`src/design/fbd_pkg.sv`:
```
// ----------------------------------------------------------------------------
// fbd_pkg : shared types and constants of the mono framebuffer downscaler
// geometry, fixed-point scale factors, request and config structures
// ----------------------------------------------------------------------------
`default_nettype none

package fbd_pkg;

  // source framebuffer and output geometry
  localparam int SRC_WIDTH  = 160;
  localparam int SRC_HEIGHT = 144;
  localparam int DST_WIDTH  = 128;
  localparam int DST_HEIGHT = 64;

  // bytes in the store, four 2-bit pixels per byte
  localparam int FB_BYTES = (SRC_WIDTH * SRC_HEIGHT + 3) / 4;
  localparam int FB_AW    = $clog2(FB_BYTES);

  // linear pixel position width
  localparam int PIX_W = $clog2(SRC_WIDTH * SRC_HEIGHT);

  // source coordinate widths
  localparam int SX_W = $clog2(SRC_WIDTH);
  localparam int SY_W = $clog2(SRC_HEIGHT);

  // unsigned q8.8 scale factors, truncated
  localparam int SX_Q8 = (SRC_WIDTH * 256) / DST_WIDTH;
  localparam int SY_Q8 = (SRC_HEIGHT * 256) / DST_HEIGHT;

  // width of the scaled product before the q8.8 shift
  localparam int MAP_W = 24;

  // pixels per rendered byte
  localparam int LANES = 8;

  // input field widths
  localparam int ROW_W = 6;
  localparam int GRP_W = 4;

  // configuration port
  localparam int CFG_AW = 4;
  localparam int CFG_DW = 32;
  localparam int PAN_W  = 9;

  // register indexes
  localparam logic [1:0] REG_SCALE_MODE = 2'd0;
  localparam logic [1:0] REG_PAN_X      = 2'd1;
  localparam logic [1:0] REG_PAN_Y      = 2'd2;

  // request opcodes
  localparam logic OP_WRITE  = 1'b0;
  localparam logic OP_RENDER = 1'b1;

  // default request queue depth
  localparam int QUEUE_DEPTH_DEF = 2;

  typedef struct packed {
    logic                    scale_mode;
    logic signed [PAN_W-1:0] pan_x;
    logic signed [PAN_W-1:0] pan_y;
  } fbd_cfg_t;

  // one classified request as it travels from front to back
  typedef struct packed {
    logic                        is_render;
    logic [FB_AW-1:0]            fb_address;
    logic [7:0]                  fb_data;
    logic [ROW_W-1:0]            row;
    logic [GRP_W-1:0]            grp;
    logic [SY_W-1:0]             sy;
    logic [LANES-1:0][SX_W-1:0]  sx;
  } fbd_req_t;

  typedef struct packed {
    logic clearing;
  } fbd_back_stat_t;

endpackage

`default_nettype wire

```
`src/design/fbd_queue.sv`:
```
// ----------------------------------------------------------------------------
// fbd_queue : short request queue between front and back
// in-order, push and pop in the same cycle allowed
// ----------------------------------------------------------------------------
`default_nettype none

module fbd_queue import fbd_pkg::*; #(
  parameter int QUEUE_DEPTH = QUEUE_DEPTH_DEF
) (
  input  wire logic     clk,
  input  wire logic     rst_n,
  input  wire logic     push,
  input  wire fbd_req_t push_entry,
  output logic          full,
  output logic          head_valid,
  output fbd_req_t      head_entry,
  input  wire logic     pop
);

  localparam int PTR_W = $clog2(QUEUE_DEPTH);
  localparam int CNT_W = $clog2(QUEUE_DEPTH + 1);

  fbd_req_t         slot_r [QUEUE_DEPTH];
  logic [PTR_W-1:0] wr_ptr_r, wr_ptr_nxt;
  logic [PTR_W-1:0] rd_ptr_r, rd_ptr_nxt;
  logic [CNT_W-1:0] count_r, count_nxt;
  logic             do_push;
  logic             do_pop;

  assign full       = (count_r == CNT_W'(QUEUE_DEPTH));
  assign head_valid = (count_r != '0);
  assign head_entry = slot_r[rd_ptr_r];
  assign do_push    = push & ~full;
  assign do_pop     = pop & head_valid;

  always_comb begin
    wr_ptr_nxt = wr_ptr_r;
    rd_ptr_nxt = rd_ptr_r;
    count_nxt  = count_r;
    if (do_push) begin
      wr_ptr_nxt = (wr_ptr_r == PTR_W'(QUEUE_DEPTH - 1)) ? '0 : wr_ptr_r + 1'b1;
    end
    if (do_pop) begin
      rd_ptr_nxt = (rd_ptr_r == PTR_W'(QUEUE_DEPTH - 1)) ? '0 : rd_ptr_r + 1'b1;
    end
    if (do_push && !do_pop) begin
      count_nxt = count_r + 1'b1;
    end else if (do_pop && !do_push) begin
      count_nxt = count_r - 1'b1;
    end
  end

  always_ff @(posedge clk) begin
    if (!rst_n) begin
      wr_ptr_r <= '0;
      rd_ptr_r <= '0;
      count_r  <= '0;
    end else begin
      wr_ptr_r <= wr_ptr_nxt;
      rd_ptr_r <= rd_ptr_nxt;
      count_r  <= count_nxt;
    end
  end

  always_ff @(posedge clk) begin
    if (do_push) begin
      slot_r[wr_ptr_r] <= push_entry;
    end
  end

endmodule

`default_nettype wire

```
`config.mk`:
```
export PLATFORM = sky130hd
export DESIGN_NAME = fbd_queue
export DESIGN_NICKNAME = d
export VERILOG_FILES = /design/src/design/fbd_pkg.sv /design/src/design/fbd_queue.sv
export SDC_FILE = /design/constraint.sdc
export NUM_CORES = 1
export LEC_CHECK = 0
export ABC_AREA = 1
export BUFFER_PORTS_ARGS = -buffer_cell sky130_fd_sc_hd__buf_2
export CAP_MARGIN = 20
export CORE_ASPECT_RATIO = 0.8
export CORE_MARGIN = 1.5
export CORE_UTILIZATION = 48
export DETAILED_ROUTE_END_ITERATION = 10
export HOLD_SLACK_MARGIN = 0.1
export PLACE_DENSITY = 0.86
export SYNTH_ARGS = -nofsm -noshare
export SYNTH_HDL_FRONTEND = slang
export SYNTH_SLANG_ARGS = --single-unit
```
`constraint.sdc`:
```
create_clock -name clk -period 14.3 [get_ports clk]
set_input_delay 2.145 -clock clk [delete_from_list [all_inputs] [get_ports clk]]
set_output_delay 2.145 -clock clk [all_outputs]
set_load 0.02 [all_outputs]
```
== Word-level counts from Yosys, hierarchy flattened ==
Memories as Yosys holds them, arrays and structs flattened. A register that Yosys moved wholly into a read port is not among the register bits.
Index checks and enable logic that the tools add are counted.

* Eq/ne operators: 1
* $add $sub $neg: 4
* Bitwise gates (word level): 3
* Reduce and logical (&&, ||, !) cells: 6
* Multiplexer cells: 8

{| class="wikitable"
|+ Operator list
! operator !! number
|-
| 1-bit 2-to-1 mux || 6
|-
| 2-bit 2-to-1 mux || 2
|-
| 2-bit nonzero test || 2
|-
| 1-bit adder (second input constant) || 2
|-
| 2-bit by 1-bit adder with 2-bit output (second input constant) || 1
|-
| 1-bit AND || 2
|-
| 2-bit == test (second input constant) || 1
|-
| 1-bit logical AND || 2
|-
| 1-bit logical NOT || 2
|-
| 2-bit by 1-bit subtractor with 2-bit output (second input constant) || 1
|-
| 1-bit inverter || 1
|}

* Input bits: 108
* Register bits after elaboration: 4
* Memory bits (writable): 208
* Memories: 1

{| class="wikitable"
|+ Memories
! memory !! words !! bits a word !! read ports !! clocked after Yosys merged registers in !! write ports !! RTL line !! RTL
|-
| slot_r || 2 || 104 || 1 || 1 || 1 || fbd_queue.sv:23 || <nowiki>fbd_req_t slot_r [QUEUE_DEPTH];</nowiki>
|}

== Depth between registers and ports, before layout ==
* Depth in word-level cells: 7
* Depth in mapped cells: 10
* Depth with buffers taken out: 10

== Worst setup path after synthesis ==
Ideal clock, no wire load.

* Kind: in2reg
* Start point: input port push
* End point: memory slot_r[0][0] in the netlist's numbering (enable)
* Setup time: 0.568 ns
* Data arrival time: 6.628 ns
* Stages on the path: 2
* Path slack: 7.104 ns
* Required time: 13.732 ns
* Path through: o21ai_0 nor2_1

* Longest elaborated chain between the ends: 3

{| class="wikitable"
|+ Ends and longest elaborated chain
! what !! RTL line !! RTL
|-
| start: declaration || fbd_queue.sv:12 || <nowiki>input wire logic push,</nowiki>
|-
| 1-bit AND || fbd_queue.sv:33 || <nowiki>assign do_push = push & ~full;</nowiki>
|-
| 1-bit 2-to-1 mux || fbd_queue.sv:66 || <nowiki>if (do_push) begin</nowiki>
|-
| 1-bit 2-to-1 mux (implied by the code) || fbd_queue.sv:67 || <nowiki>slot_r[wr_ptr_r] <= push_entry;</nowiki>
|-
| end: declaration || fbd_queue.sv:23 ||
|}

Every way passes these cells.

==> impl_summary.md <==
Clocking
CTS built an H-tree with a depth of 1. The TritonCTS clock tree is yes. The number of buffers created by CTS is 21. The clock passes through at most 3 buffers. The clock-pin slew on the worst setup and hold paths is ~0.06 ns. The number of resized instances in the post-cts repair step is 0. The tree is rooted in a clkbuf_16. In this run the post-CTS setup repair buffer count came out at 0. Hold repair after CTS inserted 0 buffers.

The tree built by TritonCTS fans out to 213 sinks. Clock latency on the worst-skew pair, taken at its later pin, is 0.48 ns.

Power and ir drop
The maximum vdd ir drop is 106 µV. The proportion of power drawn by combinational gates is 0.260. Of the total power, registers draw 0.467.

The power spent charging and discharging nets is 0.510 mW. Cell internal power was estimated by the tool at 1.27 mW. The switching power share of the total is 0.287. Dividing total power by cell area gives a power density of 179 mW/mm².

The share of total power dissipated in the clock network is 0.274. The leakage power is between 3 and 4 nW.

Placement
The standard cell area after detailed placement is 0.00929 mm². Once placement completed, the tool counted placed cells totaling 782. The final weighted congestion in routability-driven placement is 0.761.

Detailed placement finished with a half-perimeter wire length of ~10000 µm. In this run the tool buffered the top-level ports with 213 buffer cells. OpenSTA, run right after detailed placement, puts the worst setup slack at 9.79 ns.

STA
The setup slack after layout is 9.32 ns. The max-slew headroom at the worst pin is 0.363. The tightest hold path in the finished design has a slack of ~0.51 ns. For the final routed database, the setup TNS stands at 0 ns. The fraction of the cycle the final worst path needs is 0.348. The transition time at the pin with the least slew margin is 0.955 ns.

Setup violations remaining at the end of the flow were counted as 0. The max-slew violation count is 0. The timing-limited maximum frequency is around 0.2 GHz. Setup repair after global routing left no endpoint under its margin. The smallest clock period supported by the final layout is computed as 4.98 ns. Across the routed clock network, the largest skew measured is ~0.018 ns. The hold violation total from the final report came to 0.

Global route
The first global-routing pass estimated around 22000 µm of wire. The aggregate global-route resource usage is 0.164. The maximum number of pins on one net before global-route repair is 62. For this run the aggregate overflow at the end of global routing stands at 0. The layer flagged by global routing as most heavily used is met2.

The global routing usage on met2 is 0.284. The initial antenna violation count is 0. The via count of the first global-routing pass is 4343. For this run, global-route usage on met3 was measured as 0.0417.

For this run, global-route usage on met1 was measured as 0.207.

Synthesis
The adder-cell area share of the yosys netlist is 0.00156. The number of enable-type register cells in the synthesized netlist is 208. The number of nets produced by synthesis is 470.

The mapped netlist covers about 0.0080 mm². By area the synthesized netlist is led by edfxtp_1 78%, mux2_4 11%, mux2_2 6.2%, dfxtp_1 1.3%, buf_6 0.99%. The biggest area contributor in the post-synthesis netlist is edfxtp_1.

edfxtp_1 is the most common cell in the netlist. Synthesis produced 361 cells. The count of synthesis-stage warnings from yosys is 0. The area share of xor/xnor cells in the synthesized design is 0. Of all flip-flops after synthesis, the portion carrying an async set or reset was 0. By area, the combinational part of the netlist is dominated by multiplexers. The sequential-to-total area share from yosys stat is 0.793. Counting instances in the post-synthesis netlist gives the leading cell types as 208 x edfxtp_1, 60 x mux2_4, 44 x mux2_2, 9 x nor2_1, 8 x inv_1.

The compound-cell area share of the yosys netlist is 0.00344. The mean post-synth cell area is 22.2 µm². The share of synthesized area in the top cell type comes to 0.781. The area fraction in and, or, nand and nor cells after synthesis is 0.00892. The count of cell types in the netlist is 16. The number of register bits inferred by synthesis is 213. Measured against the total synthesized area, the mux share comes to 0.175.

The commonest register cell after synthesis is edfxtp_1.

Worst setup path
For this run, the slowest stage of the critical path takes 0.86 ns. Together, buffers and inverters on the worst path number 2. The critical path runs through a total of 3 cells. The slowest stage of the critical path belongs to the cell buf_4. Traced cell by cell, the critical path runs through buf_4 -> mux2_2 -> buf_2. The element type at the critical path start is a register. The critical path required time is roughly 12 ns. The startpoint of the most critical register-to-register path is count_r[1].

The worst setup path endpoint is head_entry[99]. The worst setup path category is register to output port. On the critical path the largest part of the delay comes from buffers and inverters.

The critical path arrival is 2.83 ns. The endpoint of the most critical register-to-register path is slot_r[0][9]. The depth of the most critical reg-to-reg path is 5. The peak fanout along the critical path is 56. The setup check on the worst reg-to-reg path leaves a slack of 11.78 ns. The worst setup path is captured at an output port.

Cells and area
For this run, the post-layout net count is 699. The fraction of layout instances using a drive strength above 1 is 0.583. The number of standard cells in the final layout excluding fillers is 819. The growth of design area from synthesis to finish is 23.8%. The finished cells cover 0.00990 mm². The total inserted antenna cells is 0.

Floorplanning
For this configuration, the core starts out at a cell density of 0.500. The vertical die dimension is 118 µm. The die outline area is 0.0175 mm².

The floorplan step defined a core boundary enclosing 0.0160 mm². The floorplan step set the die width to 147 µm. In this run the core area contains slightly above 40 standard-cell rows. In this run the count of I/O pins placed on the die edge is approximately 210.

Routing
The violation count after the first detailed-routing iteration is 229. The pre-antenna-repair detailed-routing pass consisted of 4 iterations. The routed layout has 4118 vias. The count of nets left with antenna violations once routing finished came out at 0. After detailed routing, the total wire length is about 14000 µm.

After detailed routing, the number of remaining DRC violations is 0. Using the TritonRoute via totals, the vias-per-cell ratio works out to slightly above 5. In the final routed layout, each cell accounts on average for 17.7 µm.

Status
The flow ran to the end, and the final reports show no timing, DRC or antenna violations.

Run
Across the run, the number of max-cap violations was 0.

Worst hold path
The path category of the worst min-delay check is register to register.
[metal layers]
metal / vias up / share of wire
met3: 29 / 0.077
met2: 178 / 0.49
met5: - / 0
li1: 1877 / -
met4: 0 / 0.021
met1: 2034 / 0.41
[power by group through the flow]
stage | clock network, mW | registers (mW) | logic, mW
after floorplan | 0 | 0.832 | 0.347
after global placement | 0 | 0.836 | 0.449
after detailed placement | 0 | 0.844 | 0.465
after CTS | 0.500 | 0.831 | 0.467
after global routing | 0.523 | 0.838 | 0.490
final | 0.486 | 0.829 | 0.461
[stage by stage]
| stage | total power [mW] | util |
|---|---|---|
| final | 1.78 | 0.618 |
| after CTS | 1.80 | 0.618 |
| after detailed placement | 1.31 | 0.580 |
| after global routing | 1.85 | 0.618 |
| after floorplan | 1.18 | - |
| after global placement | 1.29 | 0.579 |
[tightest hold or removal path: stages, from the launching register on]
cell and delay (ns):
dfxtp_1 0.33, nor2_1 0.06, nor2_1 0.09
[flip-flops by register name, indices dropped and copies added (netlist names), named ones only]
signal,flops
count_r,2
rd_ptr_r,1
slot_r,208
wr_ptr_r,1
[cells in the final DEF (no fill, tap or decap), types with 3 or more instances in the layout]
master	Yosys	final
clkbuf_1	0	6
mux2_2	44	44
clkinv_2	0	4
buf_2	4	213
clkinv_1	0	4
edfxtp_1	208	208
mux2_4	60	60
inv_1	8	8
o21ai_0	3	3
buf_4	0	4
nor2_1	9	7
dfxtp_1	5	4
clkbuf_16	0	21
nand2_1	7	7
[logic make-up (layout without fill, tap and decap cells)]
kind of cell / Yosys count / after routing
fa+ha+maj: 1 / 1
flops: 213 / 213
simple gates: 18 / 18
buf+inv: 20 / 263
compound gates: 5 / 5
mux: 104 / 104
[layout make-up]
type	instances	area (µm²)
clock buffers	29	576
clock inverters	8	35.0
fillers	1161	6110
inverters	8	30.0
multi-input cells	128	1520
flip-flops and latches	213	6350
well taps	215	269
repair buffers	218	1120
[worst min-delay path by stage]
| stage | endpoint | slack [ns] | cells past startpoint | start |
|---|---|---|---|---|
| after floorplan | register | 0.47 | 2 | rd_ptr_r |
| after global placement | rd_ptr_r | 0.48 | 2 | rd_ptr_r |
| after detailed placement | register | 0.50 | 2 | rd_ptr_r |
| after CTS | register | 0.52 | 2 | rd_ptr_r |
| after global routing | register | 0.57 | 3 | rd_ptr_r |
| final | register | 0.51 | 2 | rd_ptr_r |
Note: power is estimated with default switching activity, not from simulation.
