$ cat config.mk
export PLATFORM = sky130hd
export DESIGN_NAME = fbd_front
export DESIGN_NICKNAME = d
export VERILOG_FILES = /design/src/design/fbd_pkg.sv /design/src/design/fbd_front.sv
export SDC_FILE = /design/constraint.sdc
export NUM_CORES = 1
export LEC_CHECK = 0
export BUFFER_PORTS_ARGS = -buffer_cell sky130_fd_sc_hd__buf_2
export CAP_MARGIN = 20
export CELL_PAD_IN_SITES_DETAIL_PLACEMENT = 1
export CELL_PAD_IN_SITES_GLOBAL_PLACEMENT = 1
export CORE_UTILIZATION = 37
export DETAILED_ROUTE_END_ITERATION = 16
export GPL_ROUTABILITY_DRIVEN = 1
export PLACE_DENSITY = 0.93
export SLEW_MARGIN = 30
export SYNTH_ARGS = -nofsm -noshare
export SYNTH_HDL_FRONTEND = slang
export SYNTH_SLANG_ARGS = --single-unit
$ cat constraint.sdc
create_clock -name vclk -period 4.4
set_input_delay 0.88 -clock vclk [all_inputs]
set_output_delay 0.88 -clock vclk [all_outputs]
set_load 0.01 [all_outputs]
$ cat src/design/fbd_pkg.sv
// ----------------------------------------------------------------------------
// fbd_pkg : shared types and constants of the mono framebuffer downscaler
// geometry, fixed-point scale factors, request and config structures
// ----------------------------------------------------------------------------
`default_nettype none

package fbd_pkg;

  // source framebuffer and output geometry
  localparam int SRC_WIDTH  = 160;
  localparam int SRC_HEIGHT = 144;
  localparam int DST_WIDTH  = 128;
  localparam int DST_HEIGHT = 64;

  // bytes in the store, four 2-bit pixels per byte
  localparam int FB_BYTES = (SRC_WIDTH * SRC_HEIGHT + 3) / 4;
  localparam int FB_AW    = $clog2(FB_BYTES);

  // linear pixel position width
  localparam int PIX_W = $clog2(SRC_WIDTH * SRC_HEIGHT);

  // source coordinate widths
  localparam int SX_W = $clog2(SRC_WIDTH);
  localparam int SY_W = $clog2(SRC_HEIGHT);

  // unsigned q8.8 scale factors, truncated
  localparam int SX_Q8 = (SRC_WIDTH * 256) / DST_WIDTH;
  localparam int SY_Q8 = (SRC_HEIGHT * 256) / DST_HEIGHT;

  // width of the scaled product before the q8.8 shift
  localparam int MAP_W = 24;

  // pixels per rendered byte
  localparam int LANES = 8;

  // input field widths
  localparam int ROW_W = 6;
  localparam int GRP_W = 4;

  // configuration port
  localparam int CFG_AW = 4;
  localparam int CFG_DW = 32;
  localparam int PAN_W  = 9;

  // register indexes
  localparam logic [1:0] REG_SCALE_MODE = 2'd0;
  localparam logic [1:0] REG_PAN_X      = 2'd1;
  localparam logic [1:0] REG_PAN_Y      = 2'd2;

  // request opcodes
  localparam logic OP_WRITE  = 1'b0;
  localparam logic OP_RENDER = 1'b1;

  // default request queue depth
  localparam int QUEUE_DEPTH_DEF = 2;

  typedef struct packed {
    logic                    scale_mode;
    logic signed [PAN_W-1:0] pan_x;
    logic signed [PAN_W-1:0] pan_y;
  } fbd_cfg_t;

  // one classified request as it travels from front to back
  typedef struct packed {
    logic                        is_render;
    logic [FB_AW-1:0]            fb_address;
    logic [7:0]                  fb_data;
    logic [ROW_W-1:0]            row;
    logic [GRP_W-1:0]            grp;
    logic [SY_W-1:0]             sy;
    logic [LANES-1:0][SX_W-1:0]  sx;
  } fbd_req_t;

  typedef struct packed {
    logic clearing;
  } fbd_back_stat_t;

endpackage

`default_nettype wire

$ cat src/design/fbd_front.sv
// ----------------------------------------------------------------------------
// fbd_front : request intake and coordinate mapping
// takes requests, drops out-of-range writes, maps render pixels to source
// ----------------------------------------------------------------------------
`default_nettype none

module fbd_front import fbd_pkg::*; (
  input  wire logic             start,
  output logic                  busy,
  input  wire logic             in_op,
  input  wire logic [FB_AW-1:0] in_fb_address,
  input  wire logic [7:0]       in_fb_data,
  input  wire logic [ROW_W-1:0] in_out_row,
  input  wire logic [GRP_W-1:0] in_out_group,
  input  wire fbd_cfg_t         cfg,
  input  wire fbd_back_stat_t   back_stat,
  input  wire logic             q_full,
  output logic                  q_push,
  output fbd_req_t              q_entry
);

  logic                     accept;
  logic [6:0]               x_lane [LANES];
  logic [LANES-1:0][SX_W-1:0] sx_map;
  logic [SY_W-1:0]          sy_map;
  logic [MAP_W-1:0]         x_prod [LANES];
  logic [MAP_W-1:0]         y_prod;
  logic signed [9:0]        x_pan [LANES];
  logic signed [9:0]        y_pan;

  assign busy   = back_stat.clearing | q_full;
  assign accept = start & ~busy;

  // writes past the store are dropped here
  assign q_push = accept &
                  ((in_op == OP_RENDER) | (in_fb_address < FB_AW'(FB_BYTES)));

  // horizontal mapping, one lane per output pixel
  always_comb begin
    for (int i = 0; i < LANES; i++) begin
      x_lane[i] = {in_out_group, 3'(i)};
      x_prod[i] = MAP_W'(x_lane[i]) * MAP_W'(SX_Q8) + MAP_W'(128);
      x_pan[i]  = $signed({3'b000, x_lane[i]}) + $signed({cfg.pan_x[PAN_W-1], cfg.pan_x});
      if (cfg.scale_mode) begin
        if (x_prod[i][MAP_W-1:8] > (MAP_W-8)'(SRC_WIDTH - 1)) begin
          sx_map[i] = SX_W'(SRC_WIDTH - 1);
        end else begin
          sx_map[i] = x_prod[i][SX_W+7:8];
        end
      end else begin
        if (x_pan[i] < 0) begin
          sx_map[i] = '0;
        end else if (x_pan[i][8:0] > 9'(SRC_WIDTH - 1)) begin
          sx_map[i] = SX_W'(SRC_WIDTH - 1);
        end else begin
          sx_map[i] = x_pan[i][SX_W-1:0];
        end
      end
    end
  end

  // vertical mapping
  always_comb begin
    y_prod = MAP_W'(in_out_row) * MAP_W'(SY_Q8) + MAP_W'(128);
    y_pan  = $signed({4'b0000, in_out_row}) + $signed({cfg.pan_y[PAN_W-1], cfg.pan_y});
    if (cfg.scale_mode) begin
      if (y_prod[MAP_W-1:8] > (MAP_W-8)'(SRC_HEIGHT - 1)) begin
        sy_map = SY_W'(SRC_HEIGHT - 1);
      end else begin
        sy_map = y_prod[SY_W+7:8];
      end
    end else begin
      if (y_pan < 0) begin
        sy_map = '0;
      end else if (y_pan[8:0] > 9'(SRC_HEIGHT - 1)) begin
        sy_map = SY_W'(SRC_HEIGHT - 1);
      end else begin
        sy_map = y_pan[SY_W-1:0];
      end
    end
  end

  always_comb begin
    q_entry.is_render  = (in_op == OP_RENDER);
    q_entry.fb_address = in_fb_address;
    q_entry.fb_data    = in_fb_data;
    q_entry.row        = in_out_row;
    q_entry.grp        = in_out_group;
    q_entry.sy         = sy_map;
    q_entry.sx         = sx_map;
  end

endmodule

`default_nettype wire

# [Word-level counts from Yosys, hierarchy flattened]
# Cells that the tools add are included.
[classes] addsub=18 multipliers=9 n_lt_le_gt_ge=28 n_mux=36 n_bitwise=5
[ops] cell="8-bit two-way mux" n=36
[ops] cell="9-bit by 8-bit greater-than comparator with 1-bit output, second input constant" n=18
[ops] cell="16-bit by 8-bit adder with 17-bit output, second input constant" n=9
[ops] cell="10-bit by 1-bit < comparator with 1-bit output, second input constant" n=9
[ops] cell="8-bit by 9-bit adder with 10-bit output" n=8
[ops] cell="7-bit by 3-bit multiplier with 10-bit output, second input constant" n=4
[ops] cell="6-bit by 3-bit multiplier with 9-bit output, second input constant" n=2
[ops] cell="13-bit < comparator, second input constant" n=1
[ops] cell="7-bit by 9-bit adder with 10-bit output" n=1
[ops] cell="6-bit by 4-bit multiplier with 10-bit output, second input constant" n=1
[ops] cell="5-bit by 3-bit multiplier with 8-bit output, second input constant" n=1
[ops] cell="4-bit by 3-bit multiplier with 7-bit output, second input constant" n=1
[ops] cell="1-bit bitwise AND" n=2
[ops] cell="1-bit OR" n=2
[ops] cell="1-bit inverter" n=1
[totals] ff_bits=0 in_bits=54 out_inout_bits=106 elab_cells=96

# [Longest topological paths before layout]
# Gate-level depths: netlist of the first run.
[depth] word_depth=5 mapped_depth=10 ltp_nobuf=10

# [Worst setup path before layout of the first run]
# Ideal clock, no wire load.
[synth_timing] kind="in2out" start="input port in_out_group[0]" end="output port q_entry[51] (netlist name)" t_arrival_ps=3407 t_required_ps=3520 setup_slack_ps=113 stages=9 path_buffers=0 path_cell_list="ha_1 > ha_1 > inv_1 > fa_1 > nor2b_1 > a211o_1 > or4_1 > a211oi_2 > o221ai_1"
[synth_lines] item="start: declaration" line="fbd_front.sv:14" source="input wire logic [GRP_W-1:0] in_out_group,"
[synth_lines] item="end: declaration" line="fbd_front.sv:19" source="output fbd_req_t q_entry"

==> key figures, run 1 <==
Drt
  – Overall routed net length: roughly 24000 um
  – Pre-antenna DRT Iters: 8
  – DR WL/cell: 23.9 um
  – Initial DRC Count: 584
  – Antenna-violating nets left: 0
  – Vias: roughly 6600
  – Via-per-instance ratio: between 6 and 7
  – DRC: 0

Yosys
  – Synthesis Warnings: 0
  – Most common cell in the netlist: o21ai_0
  – Sequential area share after synthesis: 0%
  – Yosys cell types: 81
  – Synth area leaders: ha_1, xnor2_1, o21ai_0, buf_4, nand2_1
  – Cell Area, Synth: 4600 um^2
  – Top cell type's share of synthesized area: 11.1%
  – Mapped Cells: just under 700
  – Mapped Avg Cell Area: 6.76 um^2
  – Synth cell count leaders: o21ai_0, nand2_1, nor2_1, xnor2_1, ha_1
  – Synth area leader: ha_1
  – Syn nets: approximately 780

Cells and area
  – Final #Nets: between 900 and 1000
  – Fill count: about 1600
  – Multi-input logic area: ~4400 um^2
  – Sequential cell area: 0 um^2
  – Clock buffer count: 0
  – Layout cells sized above 1: between 30 and 40%
  – ANT cells: 0
  – Layout sequential cell count: 0
  – Area growth from synthesis to layout: 30.1%

Placement
  – Gpl congestion: roughly 1.1
  – Placed wire-length estimate: ~18000 um
  – # port buffers: 130

Timing
  – Final hold violations: 0
  – Final setup viols: 15
  – Fmax: between 200 and 250 MHz
  – Final min period: approximately 4.5 ns
  – Max_slew headroom: about three fifths
  – Worst-margin pin slew: 0.616 ns
  – Count of pins over their slew limit: 0
  – Final period utilization: 103%
  – Fin Hold WS: 1.76 ns
  – PnR worst setup slack: -0.148 ns
  – Setup TNS: -0.930 ns
  – RSZ-0062 raised after global routing: yes

Global routing
  – GR Util All Layers: 32.7%
  – Gr ovfl total: 0
  – Largest net degree at the start of global routing: 55
  – Vias in the first global route: around 6600
  – First-pass GRT wire length: approximately 34000 um
  – Initial antenna violation count: 0

Die
  – Starting density of the core: about two fifths
  – CORE AREA: approximately 12000 um^2
  – Die height: about 110 um
  – Core Rows: 40
  – Die width: 114 um
  – Num ports: 160
  – Die Area: between 10000 and 15000 um^2

Status
  – Status: finished with violations
  – Failing checks: negative setup slack

Critical path
  – CP Launch Type: input port
  – CP arrival: about 3.7 ns
  – Setup crit end kind: primary output
  – Kind of critical path: in -> out
  – Crit path max fanout: 7
  – Worst EP required: roughly 3.5 ns

Run
  – Max-cap violations: 0

Hold path
  – Hold Path End: q_entry[83]
  – Min-delay src: in_fb_data[1]
  – Min-delay worst type: in -> out
  – Hold path cells: 0

Power and ir drop
  – Max VDD drop: ~130 uV
  – Pwr per Cell Area: 202 nW/um^2
  – Leakage: around 2.6 nW
[layout by cell type (no fill, tap or decap), types with 20 or more instances in the layout]
| master | Yosys | layout |
|---|---|---|
| xnor2_1 | 43 | 41 |
| buf_2 | 11 | 127 |
| nor2_1 | 43 | 43 |
| o21ai_0 | 58 | 56 |
| inv_1 | 28 | 25 |
| ha_1 | 41 | 32 |
| nand2_1 | 49 | 49 |
| a21oi_1 | 29 | 28 |
| xor2_1 | 20 | 20 |
| buf_4 | 32 | 80 |
[critical path: stages]
cell        delay, ns
buf_6            0.11
clkinvlp_4       0.22
fa_2             0.47
or2b_1           0.31
a21oi_4          0.25
buf_6            0.17
nor3_1           0.08
a2111oi_2        0.50
buf_4            0.20
a211oi_2         0.03
buf_4            0.17
o211ai_1         0.11
buf_2            0.17
[power breakdown]
| group | internal, mW | switching [mW] |
|---|---|---|
| Combinational | 0.484 | 0.725 |
| Sequential | 0 | 0 |
| Clock | 0 | 0 |
| Total | 0.484 | 0.725 |
[metrics by stage]
stage               util [%]  total power, mW  cells  area, um^2  worst slack [ns]
floorplan                  -            0.667    681        4600             0.113
global placement        46.9             1.02    990        5650            -0.136
detailed placement      46.9             1.07    990        5650            -0.453
CTS                     47.8             1.10    992        5770           -0.0334
global route            49.7             1.26    996        5990            -0.105
finish                  49.7             1.21    996        5990            -0.148
[kinds of logic (layout without fill, tap and decap cells)]
| logic type | Yosys count | in the layout | share of synthesized area, % |
|---|---|---|---|
| AOI/OAI and AO/OA | 239 | 239 | 35.5 |
| and+or+nand+nor | 234 | 234 | 27.0 |
| buffers and inverters | 95 | 242 | 10.8 |
| xor gates and xnor gates | 63 | 63 | 12.0 |
| adders and majority gates | 48 | 48 | 14.2 |
| muxes | 2 | 2 | 0.462 |
[per-layer routing]
layer / global-route usage [%] / part of all wire (%) / up-vias / routed length [um]
met5: 0 / 0 / - / 0
met4: 20.8 / 8.4 / 0 / 2000
met3: 4.36 / 9.9 / 193 / 2350
met2: 58.0 / 46 / 505 / 11000
met1: 36.9 / 36 / 3092 / 8470
li1: - / - / 2809 / -
[area by class of cell]
type / count / area share [%]
well taps: 168 / 3.51
inverters: 29 / 1.88
repair buffers: 213 / 21.9
multi-input cells: 586 / 72.7
[worst max-delay path by stage]
stage | from | endpoint | depth (start not counted)
3_3_place_gp | in_out_group[2] | q_entry[49] | 13
5_1_grt | in_out_group[0] | q_entry[49] | 15
2_1_floorplan | in_out_group[0] | q_entry[51] | 9
4_1_cts | in_out_group[2] | q_entry[49] | 13
3_5_place_dp | in_out_group[2] | q_entry[49] | 13
6_report | in_out_group[1] | q_entry[49] | 13
[what timing repair did]
| action | CTS | global route |
|---|---|---|
| hold endpoints to repair | 0 | 0 |
| hold buffers | 0 | 0 |
| buffers inserted | 2 | 4 |
| pin swaps | 9 | 11 |
| setup endpoints to repair | 41 | 64 |
| gates resized for setup | 19 | 46 |
No activity file was read; power rests on OpenSTA's default activity.
==> run 2, diff against run 1 <==
--- a/config.mk
+++ b/config.mk
@@ -9,10 +9,10 @@
 export CAP_MARGIN = 20
 export CELL_PAD_IN_SITES_DETAIL_PLACEMENT = 1
 export CELL_PAD_IN_SITES_GLOBAL_PLACEMENT = 1
-export CORE_UTILIZATION = 37
+export CORE_UTILIZATION = 33
 export DETAILED_ROUTE_END_ITERATION = 16
 export GPL_ROUTABILITY_DRIVEN = 1
-export PLACE_DENSITY = 0.93
+export PLACE_DENSITY = 0.88
 export SLEW_MARGIN = 30
 export SYNTH_ARGS = -nofsm -noshare
 export SYNTH_HDL_FRONTEND = slang
==> constraint.sdc (replaced) <==
create_clock -name vclk -period 3.7
set_input_delay 0.74 -clock vclk [all_inputs]
set_output_delay 0.74 -clock vclk [all_outputs]
set_load 0.01 [all_outputs]
==> run 2 against run 1 <==
Net effect: the run now fails in global routing (5_1_grt); synthesized cell count is the same; synthesized area is the same.
==> key figures, run 2 <==
Status
  – Status: aborted with a tool error
  – Failing step: global routing (5_1_grt)
  – Run Error: [ERROR GRT-0232] Routing congestion too high. Check the congestion heatmap in the GUI.

Placement
  – # port buffers: 130
  – Gpl congestion: between 1 and 1.5
  – Placed Area: about 7000 um^2
  – Placed wire-length estimate: between 20000 and 25000 um

Die
  – Num ports: 160
  – Starting density of the core: between 30% and 40%
  – Core Rows: between 40 and 50
  – Die height: roughly 120 um
  – Die width: around 120 um

Yosys
  – Top cell type's share of synthesized area: approximately 11%
  – Synth cell count leaders: o21ai_0, nand2_1, nor2_1, xnor2_1, ha_1
  – Yosys cell types: between 80 and 90
  – Mapped Cells: between 600 and 700
  – Syn nets: 783
  – Mapped Avg Cell Area: 6.76 um^2
  – Synth area leaders: ha_1, xnor2_1, o21ai_0, buf_4, nand2_1
  – Synthesis Warnings: 0
  – Synth area leader: ha_1
  – Cell Area, Synth: between 4000 and 5000 um^2
  – Most common cell in the netlist: o21ai_0
  – Sequential area share after synthesis: 0%

Timing
  – GRT worst endpoint: q_entry[52]
  – Worst_ep kind: output port

Global routing
  – GR Util All Layers: between 60 and 70%
  – Largest net degree at the start of global routing: 21
  – Gr ovfl total: 6

Clock tree
  – Cts hold-fix bufs: 0
==> run 2: logic make-up after synthesis <==
logic type	count (synthesis)	synth area share, %
adder cells (fa/ha/maj)	48	14.2
buffers and inverters	95	10.8
multiplexers	2	0.462
AND/OR/NAND/NOR	234	27.0
AO/OA/AOI/OAI	239	35.5
XOR/XNOR	63	12.0
==> run 2: per-layer routing <==
layer	overflow	track usage [%]
met1	0	61.8
met2	3	90.1
met3	0	34.2
met4	3	75.4
met5	0	5.51
==> run 2: what timing repair did <==
item	4_1_cts
setup buffers	40
gates resized for setup	239
cloned	1
pin swaps	84
endpoints found under the setup margin	72
==> run 2: through the flow <==
stage                     util, %  instances  setup slack [ns]
after floorplan                 -        681           -0.0864
after global placement       50.9       1138            -0.353
after detailed placement     50.9       1138            -0.502
after CTS                    61.4       1176            -0.382
==> run 3, diff against run 2 <==
--- a/config.mk
+++ b/config.mk
@@ -7,12 +7,10 @@
 export LEC_CHECK = 0
 export BUFFER_PORTS_ARGS = -buffer_cell sky130_fd_sc_hd__buf_2
 export CAP_MARGIN = 20
-export CELL_PAD_IN_SITES_DETAIL_PLACEMENT = 1
-export CELL_PAD_IN_SITES_GLOBAL_PLACEMENT = 1
-export CORE_UTILIZATION = 33
+export CORE_UTILIZATION = 26
 export DETAILED_ROUTE_END_ITERATION = 16
 export GPL_ROUTABILITY_DRIVEN = 1
-export PLACE_DENSITY = 0.88
+export PLACE_DENSITY_LB_ADDON = 0.15
 export SLEW_MARGIN = 30
 export SYNTH_ARGS = -nofsm -noshare
 export SYNTH_HDL_FRONTEND = slang
==> constraint.sdc (replaced) <==
create_clock -name vclk -period 4.8
set_input_delay 0.96 -clock vclk [all_inputs]
set_output_delay 0.96 -clock vclk [all_outputs]
set_load 0.01 [all_outputs]
==> run 3 against run 2 <==
Net effect: the flow now finishes without violations.
==> key figures, run 3 (synthesis gave the netlist of run 1 again) <==
Placement
  – Gpl congestion: between 0.9 and 1
  – # port buffers: 130
  – Placed wire-length estimate: 16200 um

Hold path
  – Hold path cells: 0
  – Min-delay worst type: in -> out
  – Min-delay src: in_fb_data[4]

Cells and area
  – Commonest non-fill, non-tap cell in the layout: buf_2
  – Final #Nets: slightly above 900
  – Layout sequential cell count: 0
  – Fill count: between 1500 and 2000
  – Layout cells sized above 1: about 28%
  – Sequential cell area: 0 um^2
  – Area growth from synthesis to layout: 23.0%
  – ANT cells: 0
  – Clock buffer count: 0
  – Most frequent cells in the layout: buf_2, buf_4, o21ai_0
  – Core Util, Final: 32.8%
  – Multi-input logic area: approximately 4200 um^2

Drt
  – DRC: 0
  – Antenna-violating nets left: 0
  – Via-per-instance ratio: 5.51
  – Pre-antenna DRT Iters: 5
  – DR WL/cell: 19.0 um
  – Vias: 5689
  – Overall routed net length: 19700 um
  – Initial DRC Count: 414

Timing
  – Count of pins over their slew limit: 0
  – Max_slew headroom: 58.2%
  – Fmax: between 200 and 250 MHz
  – Fin Hold WS: about 1.9 ns
  – Final setup viols: 0
  – Worst-margin pin slew: 0.622 ns
  – Final hold violations: 0
  – Final min period: around 4.7 ns
  – Final period utilization: around 97%
  – RSZ-0062 raised after global routing: yes

Global routing
  – Initial antenna violation count: 0
  – GR Util All Layers: 20.9%
  – Gr ovfl total: 0
  – Vias in the first global route: ~5400
  – First-pass GRT wire length: 30000 um
  – Largest net degree at the start of global routing: 25

Die
  – Die height: roughly 140 um
  – Die Area: ~18000 um^2
  – Core Rows: 48
  – Num ports: 160
  – CORE AREA: about 17000 um^2
  – Die width: between 100 and 150 um
  – Starting density of the core: between 20% and 30%

Critical path
  – Setup crit start: in_out_group[2]
  – Kind of critical path: in -> out
  – CP arrival: 3.70 ns
  – Crit path max fanout: 5
  – CP Launch Type: input port
  – Setup crit end kind: primary output
  – Worst EP required: 3.84 ns

Power and ir drop
  – Pwr per Cell Area: approximately 170 nW/um^2
  – Max VDD drop: between 40 and 50 uV
  – Leakage: 2.49 nW

Status
  – Status: finished clean

Run
  – Max-cap violations: 0

Clock tree
  – Cts hold-fix bufs: 0
## run 3: final cells by class
class	instances	area share [%]
Timing Repair Buffer	193	19.8
Multi-Input combinational cell	586	73.3
Tap cell	225	4.97
Inverter	29	1.92
## run 3: metrics by stage
stage          instance area [um^2]  std cells  setup slack (ns)  power, mW  setup TNS [ns]
2_1_floorplan                  4600        681             0.353      0.611               0
3_3_place_gp                   5620       1033             0.160      0.957               0
3_5_place_dp                   5620       1033             0.125      0.949               0
4_1_cts                        5620       1033             0.109      0.955               0
5_1_grt                        5670       1033           -0.0124       1.06         -0.0124
6_report                       5670       1033             0.135      0.970               0
## run 3: what timing repair did
item,in CTS,in global routing
setup buffers,0,0
endpoints found under the hold margin,0,0
gates resized for setup,0,8
endpoints found under the setup margin,0,8
## run 3: path summary, 6_finish.rpt
check	endpoint	slack [ns]
hold / removal	q_entry[86]	1.92
setup / recovery	q_entry[51]	0.14
## run 3: worst max-delay path, cell delays in order
cell      delay, ns
buf_2          0.16
ha_1           0.31
ha_1           0.16
inv_1          0.06
fa_1           0.38
nor2b_1        0.16
a211o_1        0.30
or4_4          0.55
a211oi_4       0.34
o221ai_1       0.16
buf_2          0.16
## run 3: where the power goes
| group | switching [mW] | total (mW) | internal (mW) | leakage, nW |
|---|---|---|---|---|
| clock | 0 | 0 | 0 | 0 |
| sequential | 0 | 0 | 0 | 0 |
| combinational | 0.570 | 0.970 | 0.400 | 2.49 |
## run 3: layer usage
layer	wire length, um	GRT usage [%]
met1	9170	29.7
met5	0	0
met3	1250	1.61
met2	8820	34.0
met4	445	4.81
